[src/rtl/marm_pkg.sv]
package marm_pkg;

  typedef enum logic [1:0] {
    CMD_ADD_SUBJECT = 2'd0,
    CMD_ADD_OBJECT  = 2'd1,
    CMD_READ        = 2'd2,
    CMD_WRITE       = 2'd3
  } marm_cmd_e;

  typedef enum logic [2:0] {
    ST_OK        = 3'd0,
    ST_DENIED    = 3'd1,
    ST_DUPLICATE = 3'd2,
    ST_UNKNOWN   = 3'd3,
    ST_FULL      = 3'd4
  } marm_status_e;

  localparam int unsigned KeyW   = 64;
  localparam int unsigned ValueW = 32;

  typedef struct packed {
    marm_cmd_e                command;
    logic [KeyW-1:0]          subject_key;
    logic [KeyW-1:0]          object_key;
    logic [1:0]               level;
    logic signed [ValueW-1:0] write_value;
  } marm_in_t;

  typedef struct packed {
    marm_status_e             status;
    logic signed [ValueW-1:0] read_value;
  } marm_out_t;

  // Lookup summary that a name table reports for the key presented to it.
  typedef struct packed {
    logic hit;
    logic full;
  } marm_match_t;

endpackage

[src/rtl/marm_ram.sv]
module marm_ram #(
  parameter int unsigned WIDTH = 32,
  parameter int unsigned DEPTH = 16
) (
  input  logic                     clk_i,
  input  logic                     we_i,
  input  logic                     re_i,
  input  logic [$clog2(DEPTH)-1:0] addr_i,
  input  logic [WIDTH-1:0]         wdata_i,
  output logic [WIDTH-1:0]         rdata_o
);

  logic [WIDTH-1:0] mem_q [DEPTH];
  logic [WIDTH-1:0] rdata_q;

  always_ff @(posedge clk_i) begin
    if (we_i) begin
      mem_q[addr_i] <= wdata_i;
    end
    if (re_i) begin
      rdata_q <= mem_q[addr_i];
    end
  end

  assign rdata_o = rdata_q;

endmodule

[src/rtl/marm_table.sv]
module marm_table
  import marm_pkg::*;
#(
  parameter int unsigned ENTRIES = 16,
  parameter int unsigned LVL_W   = 2
) (
  input  logic                       clk_i,
  input  logic                       rst_ni,
  input  logic [KeyW-1:0]            key_i,
  input  logic                       add_i,
  input  logic [LVL_W-1:0]           level_i,
  output marm_match_t                match_o,
  output logic [$clog2(ENTRIES)-1:0] hit_idx_o,
  output logic [LVL_W-1:0]           hit_level_o,
  output logic [$clog2(ENTRIES)-1:0] free_idx_o
);

  localparam int unsigned IdxW = $clog2(ENTRIES);

  logic [ENTRIES-1:0] valid_q;
  logic [KeyW-1:0]    name_q  [ENTRIES];
  logic [LVL_W-1:0]   level_q [ENTRIES];
  logic [ENTRIES-1:0] hit_vec;
  logic [IdxW-1:0]    hit_idx;
  logic [LVL_W-1:0]   hit_level;
  logic [IdxW-1:0]    free_idx;

  // Names are unique among valid entries, so at most one bit of hit_vec is set
  // and the index and level can be gathered by OR-ing.
  always_comb begin
    hit_idx   = '0;
    hit_level = '0;
    for (int i = 0; i < ENTRIES; i++) begin
      hit_vec[i] = valid_q[i] && (name_q[i] == key_i);
      if (hit_vec[i]) begin
        hit_idx   = hit_idx | IdxW'(i);
        hit_level = hit_level | level_q[i];
      end
    end
  end

  // Lowest free entry wins.
  always_comb begin
    free_idx = '0;
    for (int i = ENTRIES - 1; i >= 0; i--) begin
      if (!valid_q[i]) begin
        free_idx = IdxW'(i);
      end
    end
  end

  always_ff @(posedge clk_i or negedge rst_ni) begin
    if (!rst_ni) begin
      valid_q <= '0;
    end else if (add_i) begin
      valid_q[free_idx] <= 1'b1;
    end
  end

  always_ff @(posedge clk_i) begin
    if (add_i) begin
      name_q[free_idx]  <= key_i;
      level_q[free_idx] <= level_i;
    end
  end

  assign match_o.hit  = |hit_vec;
  assign match_o.full = &valid_q;
  assign hit_idx_o    = hit_idx;
  assign hit_level_o  = hit_level;
  assign free_idx_o   = free_idx;

endmodule

[src/rtl/mandatory_access_reference_monitor.sv]
// Channel   Direction  Payload      Handshake
// -------   ---------  -----------  ------------------------------
// in        input      marm_in_t    in_valid_i / in_stall_o
// out       output     marm_out_t   out_valid_o / out_stall_i
//
// Each command beat produces one result beat after it is accepted:
// the name lookup and all table updates happen at the accept edge, and the
// object value RAM registers its read data at that edge.
// A new command can be accepted every cycle while the output side drains.
// Reset clears the valid bits of both name tables; no clearing pass is needed.
// A stalled output holds the result register and, once the lookup stage is
// also full, stalls the input.
module mandatory_access_reference_monitor
  import marm_pkg::*;
#(
  parameter int unsigned SUBJECT_ENTRIES = 16,
  parameter int unsigned OBJECT_ENTRIES  = 16,
  parameter int unsigned LEVEL_COUNT     = 4
) (
  input  logic      clk_i,
  input  logic      rst_ni,
  input  logic      in_valid_i,
  output logic      in_stall_o,
  input  marm_in_t  in_i,
  output logic      out_valid_o,
  input  logic      out_stall_i,
  output marm_out_t out_o
);

  localparam int unsigned LvlW    = $clog2(LEVEL_COUNT);
  localparam int unsigned ObjIdxW = $clog2(OBJECT_ENTRIES);

  logic               accept;
  logic [LvlW-1:0]    add_level;

  marm_match_t        subj_match;
  logic [LvlW-1:0]    subj_level;
  logic               subj_add;

  marm_match_t        obj_match;
  logic [ObjIdxW-1:0] obj_hit_idx;
  logic [ObjIdxW-1:0] obj_free_idx;
  logic [LvlW-1:0]    obj_level;
  logic               obj_add;

  logic               ram_we;
  logic               ram_re;
  logic [ObjIdxW-1:0] ram_addr;
  logic [ValueW-1:0]  ram_wdata;
  logic [ValueW-1:0]  ram_rdata;

  marm_status_e       status;
  logic               grant_read;
  logic               grant_write;

  // Lookup stage: holds the status of an accepted command while the RAM read
  // completes. s1_rd_q marks a granted read whose value comes from the RAM.
  logic               s1_valid_q, s1_valid_d;
  marm_status_e       s1_status_q;
  logic               s1_rd_q;
  logic               s1_move;

  logic               out_valid_q, out_valid_d;
  marm_out_t          out_q;

  assign accept = in_valid_i && !in_stall_o;

  // Add levels beyond the configured range saturate to the top level.
  always_comb begin
    if ({3'b000, in_i.level} >= 5'(LEVEL_COUNT)) begin
      add_level = LvlW'(LEVEL_COUNT - 1);
    end else begin
      add_level = LvlW'(in_i.level);
    end
  end

  marm_table #(
    .ENTRIES (SUBJECT_ENTRIES),
    .LVL_W   (LvlW)
  ) u_subj_table (
    .clk_i       (clk_i),
    .rst_ni      (rst_ni),
    .key_i       (in_i.subject_key),
    .add_i       (subj_add),
    .level_i     (add_level),
    .match_o     (subj_match),
    .hit_idx_o   (),
    .hit_level_o (subj_level),
    .free_idx_o  ()
  );

  marm_table #(
    .ENTRIES (OBJECT_ENTRIES),
    .LVL_W   (LvlW)
  ) u_obj_table (
    .clk_i       (clk_i),
    .rst_ni      (rst_ni),
    .key_i       (in_i.object_key),
    .add_i       (obj_add),
    .level_i     (add_level),
    .match_o     (obj_match),
    .hit_idx_o   (obj_hit_idx),
    .hit_level_o (obj_level),
    .free_idx_o  (obj_free_idx)
  );

  // Command decode. The no-read-up and no-write-down rules reduce to one
  // level compare each once both names are found.
  always_comb begin
    status      = ST_OK;
    subj_add    = 1'b0;
    obj_add     = 1'b0;
    grant_read  = 1'b0;
    grant_write = 1'b0;
    case (in_i.command)
      CMD_ADD_SUBJECT: begin
        if (subj_match.hit) begin
          status = ST_DUPLICATE;
        end else if (subj_match.full) begin
          status = ST_FULL;
        end else begin
          subj_add = accept;
        end
      end
      CMD_ADD_OBJECT: begin
        if (obj_match.hit) begin
          status = ST_DUPLICATE;
        end else if (obj_match.full) begin
          status = ST_FULL;
        end else begin
          obj_add = accept;
        end
      end
      CMD_READ: begin
        if (!subj_match.hit || !obj_match.hit) begin
          status = ST_UNKNOWN;
        end else if (subj_level >= obj_level) begin
          grant_read = 1'b1;
        end else begin
          status = ST_DENIED;
        end
      end
      CMD_WRITE: begin
        if (!subj_match.hit || !obj_match.hit) begin
          status = ST_UNKNOWN;
        end else if (subj_level <= obj_level) begin
          grant_write = 1'b1;
        end else begin
          status = ST_DENIED;
        end
      end
      default: begin
        status = ST_UNKNOWN;
      end
    endcase
  end

  // The object value RAM is written at the accept edge, so a following
  // command always reads the updated value without forwarding. A new object
  // starts at zero, which also keeps never-written words out of every read.
  assign ram_we    = obj_add || (accept && grant_write);
  assign ram_re    = accept && grant_read;
  assign ram_addr  = obj_add ? obj_free_idx : obj_hit_idx;
  assign ram_wdata = obj_add ? '0 : ValueW'(in_i.write_value);

  marm_ram #(
    .WIDTH (ValueW),
    .DEPTH (OBJECT_ENTRIES)
  ) u_obj_data_ram (
    .clk_i   (clk_i),
    .we_i    (ram_we),
    .re_i    (ram_re),
    .addr_i  (ram_addr),
    .wdata_i (ram_wdata),
    .rdata_o (ram_rdata)
  );

  // The lookup stage advances whenever the result register is free or being
  // drained. The RAM read data is held because no new read is issued until
  // the stage moves.
  assign s1_move    = s1_valid_q && (!out_valid_q || !out_stall_i);
  assign in_stall_o = s1_valid_q && !s1_move;

  always_comb begin
    if (accept) begin
      s1_valid_d = 1'b1;
    end else if (s1_move) begin
      s1_valid_d = 1'b0;
    end else begin
      s1_valid_d = s1_valid_q;
    end
  end

  always_comb begin
    if (s1_move) begin
      out_valid_d = 1'b1;
    end else if (!out_stall_i) begin
      out_valid_d = 1'b0;
    end else begin
      out_valid_d = out_valid_q;
    end
  end

  always_ff @(posedge clk_i or negedge rst_ni) begin
    if (!rst_ni) begin
      s1_valid_q  <= 1'b0;
      out_valid_q <= 1'b0;
    end else begin
      s1_valid_q  <= s1_valid_d;
      out_valid_q <= out_valid_d;
    end
  end

  always_ff @(posedge clk_i) begin
    if (accept) begin
      s1_status_q <= status;
      s1_rd_q     <= grant_read;
    end
    if (s1_move) begin
      out_q.status     <= s1_status_q;
      out_q.read_value <= s1_rd_q ? $signed(ram_rdata) : '0;
    end
  end

  assign out_valid_o = out_valid_q;
  assign out_o       = out_q;

  // The single RAM port never sees a write and a read in the same cycle.
  assert property (@(posedge clk_i) disable iff (!rst_ni) !(ram_we && ram_re))
    else $error("object RAM port asked to read and write at once");

  // A command is never taken while the lookup stage holds one that cannot move.
  assert property (@(posedge clk_i) disable iff (!rst_ni)
    accept |-> (!s1_valid_q || s1_move))
    else $error("lookup stage overwritten");

  // Anything other than a granted read leaves a zero read value.
  assert property (@(posedge clk_i) disable iff (!rst_ni)
    (s1_move && !s1_rd_q) |=> (out_q.read_value == '0))
    else $error("nonzero read value without a granted read");

  // A table add is only issued while that table has room.
  assert property (@(posedge clk_i) disable iff (!rst_ni)
    (subj_add || obj_add) |-> (subj_add ? !subj_match.full : !obj_match.full))
    else $error("add issued to a full table");

endmodule
[config.mk]
export PLATFORM = sky130hd
export DESIGN_NAME = mandatory_access_reference_monitor
export DESIGN_NICKNAME = d
export VERILOG_FILES = /design/src/rtl/marm_pkg.sv /design/src/rtl/marm_ram.sv /design/src/rtl/marm_table.sv /design/src/rtl/mandatory_access_reference_monitor.sv
export SDC_FILE = /design/constraint.sdc
export NUM_CORES = 2
export LEC_CHECK = 0
export BUFFER_PORTS_ARGS = -buffer_cell sky130_fd_sc_hd__buf_4
export CAP_MARGIN = 20
export CORE_MARGIN = 3
export CORE_UTILIZATION = 57
export DETAILED_ROUTE_END_ITERATION = 16
export PLACE_DENSITY = 0.76
export RECOVER_POWER = 50
export SYNTH_ARGS = -nofsm -noshare
export SYNTH_HDL_FRONTEND = slang
export SYNTH_SLANG_ARGS = --single-unit
[constraint.sdc]
create_clock -name clk_i -period 5.6 [get_ports clk_i]
set_input_delay 1.12 -clock clk_i [delete_from_list [all_inputs] [get_ports clk_i]]
set_output_delay 1.12 -clock clk_i [all_outputs]
set_load 0.03 [all_outputs]
==> summary by stage <==
Synth
By area, the combinational part of the netlist is dominated by XOR/XNOR gates. The sequential area share after synthesis is 70.2%. The most used flip-flop cell after synthesis is edfxtp_1. The post-synth net total is 7880.

Counting flops with an async set or reset pin after synthesis yields a share of 1.25%. The area share of the largest cell type after synthesis is 69.5%. Yosys mapped a number of flops with a built-in enable equal to 2695. After Yosys synthesis, full adders, half adders and majority gates account for 0.0215% of the synthesized area. Sorting the synthesized cells by how often they occur yields edfxtp_1 (2695), xnor2_1 (978), xor2_1 (554), nand4_1 (440), nand2_1 (335). After synthesis the netlist holds a flip-flop and latch count of 2729.

The most frequent cell after synthesis is edfxtp_1. The mean cell area of the mapped netlist is 15.1 sq um. Summing the areas of all and, or, nand and nor instances in the mapped netlist gives 9.54% of the synthesized area.

The netlist area before placement is 116000 sq um. The number of standard cells after synthesis is 7710. The synthesized netlist devotes 5.23% of its cell area to compound gates. The synthesized netlist devotes 11.5% of its cell area to XOR and XNOR gates. The unique cell type count in the Yosys netlist is 86. Multiplexer cells account for 1.16% of the synthesized area. By area the synthesized netlist is led by edfxtp_1 (69%), xnor2_1 (7.4%), xor2_1 (4.2%), nand4_1 (2.4%), nand2b_1 (1.5%).

The Yosys step of the flow raised 0 warnings. The cell accounting for the most synthesized area is edfxtp_1.

Hold path
The worst hold path belongs to the class in2reg.

Detailed routing
The antenna violation net count after detailed routing is 0. In the final routing, the length of wire on met1 measures 144000 um. The total vias in the final route is 77400. The iteration count of the initial detailed-routing pass is 6. The length of routed met3 wiring is 45200 um.

After detailed routing, the average wire length per cell comes to 33.8 um. In this run the top signal layer used is met5. After detailed routing, the number of vias per cell comes to 6.57. The number of remaining DRC errors is 0. In the detailed route, the total length drawn on met2 is 181000 um.

The number of design-rule violations left by the first detailed-router iteration is 10800. The wire length reported by the detailed router is 398000 um.

Clocking
The number of resized instances in the post-cts repair step is 0. The cell at the root of the clock tree is clkbuf_16. The post-CTS setup-driven buffer insertion count is 0. For this design, the CTS-stage hold fixing added 0 buffers. Clock-pin slew was measured on the worst setup and hold paths at 60 ps. The number of clock buffers added by TritonCTS is 295. The clock latency at the later pin of the worst-skew pair is 950 ps. The maximum buffer depth of the clock tree is 4. The clock sink count is 2729. TritonCTS built the clock tree. In this run the number of H-tree levels came out at 5.

Timing
The number of hold-slack violations in the final timing report is 0. Setup repair after global routing left no endpoint under its margin. Subtracting the final worst setup slack from the clock period gives 5580 ps. The highest achievable clock rate is 179 MHz. The actual transition at the worst max-transition pin is 2250 ps.

The worst path uses 99.6% of the clock period. Setup violations remaining at the end of the flow were counted as 0. Measured against its own limit, the worst slew margin works out to -50.3%. Across all hold checks on the routed design, the worst slack comes to 393 ps. The worst clock skew is 46.5 ps. The count of final max-slew check failures is 103.

Setup path
STA puts the critical path data arrival time at 6170 ps. The worst setup path is of the in2reg kind. The maximum fanout along the worst path is 22. The nature of the critical path startpoint is a primary input. The required time reported for the critical path endpoint is 6190 ps. STA classifies the critical path endpoint as a register.

Final layout
Summing all flip-flop and latch instances after layout gives 81800 sq um. The layout has 14200 filler cells. The area of the multi-input gates is 32300 sq um. After the last flow step, the layout net total stands at 9057. The cell area after layout is 137000 sq um.

The area overhead of the layout relative to synthesis is 17.4%. The ratio of cells with drive above 1 in the final layout is 14.2%. Cells fill 67.4% of the core in the end.

Floorplanning
The boundary pin count is 205. The row count is 165. After floorplanning, the core was sized to cover 203000 sq um.

The initial utilization of the core area, before any placement, comes to 57.4%. Measured along the y axis, the die boundary spans 458 um. The die covers 210000 sq um. In this run the horizontal extent of the chip is 458 um.

Global route
The via count of the first global-routing pass is 75500. The largest net degree at the start of global routing is 64. In the global route stage, overall resource usage came out at 37.4%.

The initial antenna violation count is 25. Global routing finished with a remaining overflow of 0. The first global-routing pass estimated 557000 um of wire.

Place
The routability congestion estimate is 1.00. During placement, the flow inserted port buffers numbering 204. Detailed placement finished with a half-perimeter wire length of 280000 um. The post-placement cell area is 130000 sq um.

Pwr
The leakage power total is 44.5 nW. The largest vdd supply drop is 341 uV. Dividing total power by cell area gives a power density of 331 nW/um^2.

Flow run
Across the run, the number of max-cap violations was 4.

Outcome
The checks that failed: max-capacitance violations, max-slew violations. The flow ran to the end, but the final reports show violations.
==> registers in the layout, indices dropped and copies added, names as in the netlist <==
name and count:
u_subj_table.level_q 32, s1_rd_q 1, u_obj_table.level_q 32, u_subj_table.name_q 1024, u_obj_data_ram.rdata_o 32, u_subj_table.valid_q 16, out_o 35, out_valid_o 1
u_obj_data_ram.mem_q 512, s1_status_q 3, u_obj_table.valid_q 16, u_obj_table.name_q 1024, s1_valid_q 1
==> worst max-delay path, cell delays in order <==
cell and delay, ps:
buf_4 400, clkbuf_1 770, nand2b_1 200, nand4_1 140, nor3_1 60, buf_4 130, nand3_1 300, o2bb2ai_1 170
or4_4 570, nand3b_4 240, buf_4 220, nor2_4 150, nand4_1 140, buf_4 210, nor2_1 840, buf_4 470
==> area by class of cell <==
class,count,area share [%]
flip-flops and latches,2729,59.8
inverters,254,0.697
multi-input cells,4384,23.6
repair buffers,1223,6.95
clock inverters,117,0.664
well taps,2672,2.45
clock buffers,370,5.74
diodes,19,0.0348
==> report_power, final <==
| group | total, mW | switching, mW | internal, mW |
|---|---|---|---|
| registers | 23.1 | 0.206 | 22.8 |
| logic | 3.86 | 2.60 | 1.26 |
| clock network | 18.3 | 7.78 | 10.5 |
==> per-layer routing <==
layer	up-vias	global-route usage [%]
met5	-	0
li1	31800	-
met3	1118	7.37
met4	6	21.0
met1	38900	49.7
met2	5575	58.3
==> per-stage QoR <==
stage	setup slack (ps)	setup TNS, ps	total power, mW	cells
4_1_cts	325	0	45.4	11700
3_5_place_dp	-588	-289290	27.4	11300
6_report	24.3	0	45.2	11800
2_1_floorplan	-1100	-1574330	25.3	7710
5_1_grt	31.2	0	46.3	11800
3_3_place_gp	-735	-312850	27.4	11300
==> layout by cell type (no fill, tap or decap), drive strengths merged, types with 16 or more instances in the layout <==
| master | instances |
|---|---|
| a2111oi | 18 |
| a21oi | 54 |
| a221o | 16 |
| a221oi | 42 |
| a22o | 66 |
| a22oi | 100 |
| and2 | 41 |
| and3 | 26 |
| and4 | 27 |
| buf | 744 |
| clkbuf | 849 |
| clkinv | 105 |
| dfrtp | 34 |
| diode | 19 |
| edfxtp | 2695 |
| inv | 247 |
| mux2 | 55 |
| mux2i | 73 |
| nand2 | 335 |
| nand2b | 273 |
| nand3 | 115 |
| nand4 | 440 |
| nor2 | 120 |
| nor2b | 76 |
| nor3 | 77 |
| nor4 | 273 |
| nor4b | 21 |
| o2111a | 37 |
| o2111ai | 64 |
| o211ai | 20 |
| o21ai | 93 |
| o221ai | 19 |
| o22ai | 130 |
| o2bb2ai | 53 |
| or4 | 34 |
| xnor2 | 978 |
| xor2 | 554 |
==> cell families after synthesis <==
| kind of cell | Yosys count |
|---|---|
| XOR/XNOR | 1532 |
| adder cells (fa/ha/maj) | 2 |
| AND/OR/NAND/NOR | 1926 |
| multiplexers | 128 |
| AO/OA/AOI/OAI | 796 |
| flip-flops | 2729 |
| buffers and inverters | 597 |
==> final timing paths <==
check	to	startpoint	slack, ps	cells past startpoint
worst max-delay path	u_obj_table.name_q[13][45]$_DFFE_PP_	in_i[51]	20	16
worst min-delay path	s1_valid_q$_DFFE_PN0P_	in_valid_i	390	2
worst max register to register	u_obj_data_ram.mem_q[2][16]$_DFFE_PP_	u_obj_table.name_q[12][54]$_DFFE_PP_	460	19
worst min register to register	out_valid_o$_DFFE_PN0P_	s1_valid_q$_DFFE_PN0P_	520	1
max in group asynchronous	u_obj_table.valid_q[15]$_DFFE_PN0P_	rst_ni	3410	1
min in group asynchronous	u_subj_table.valid_q[0]$_DFFE_PN0P_	rst_ni	860	1
(Power assumes the default switching activity.)
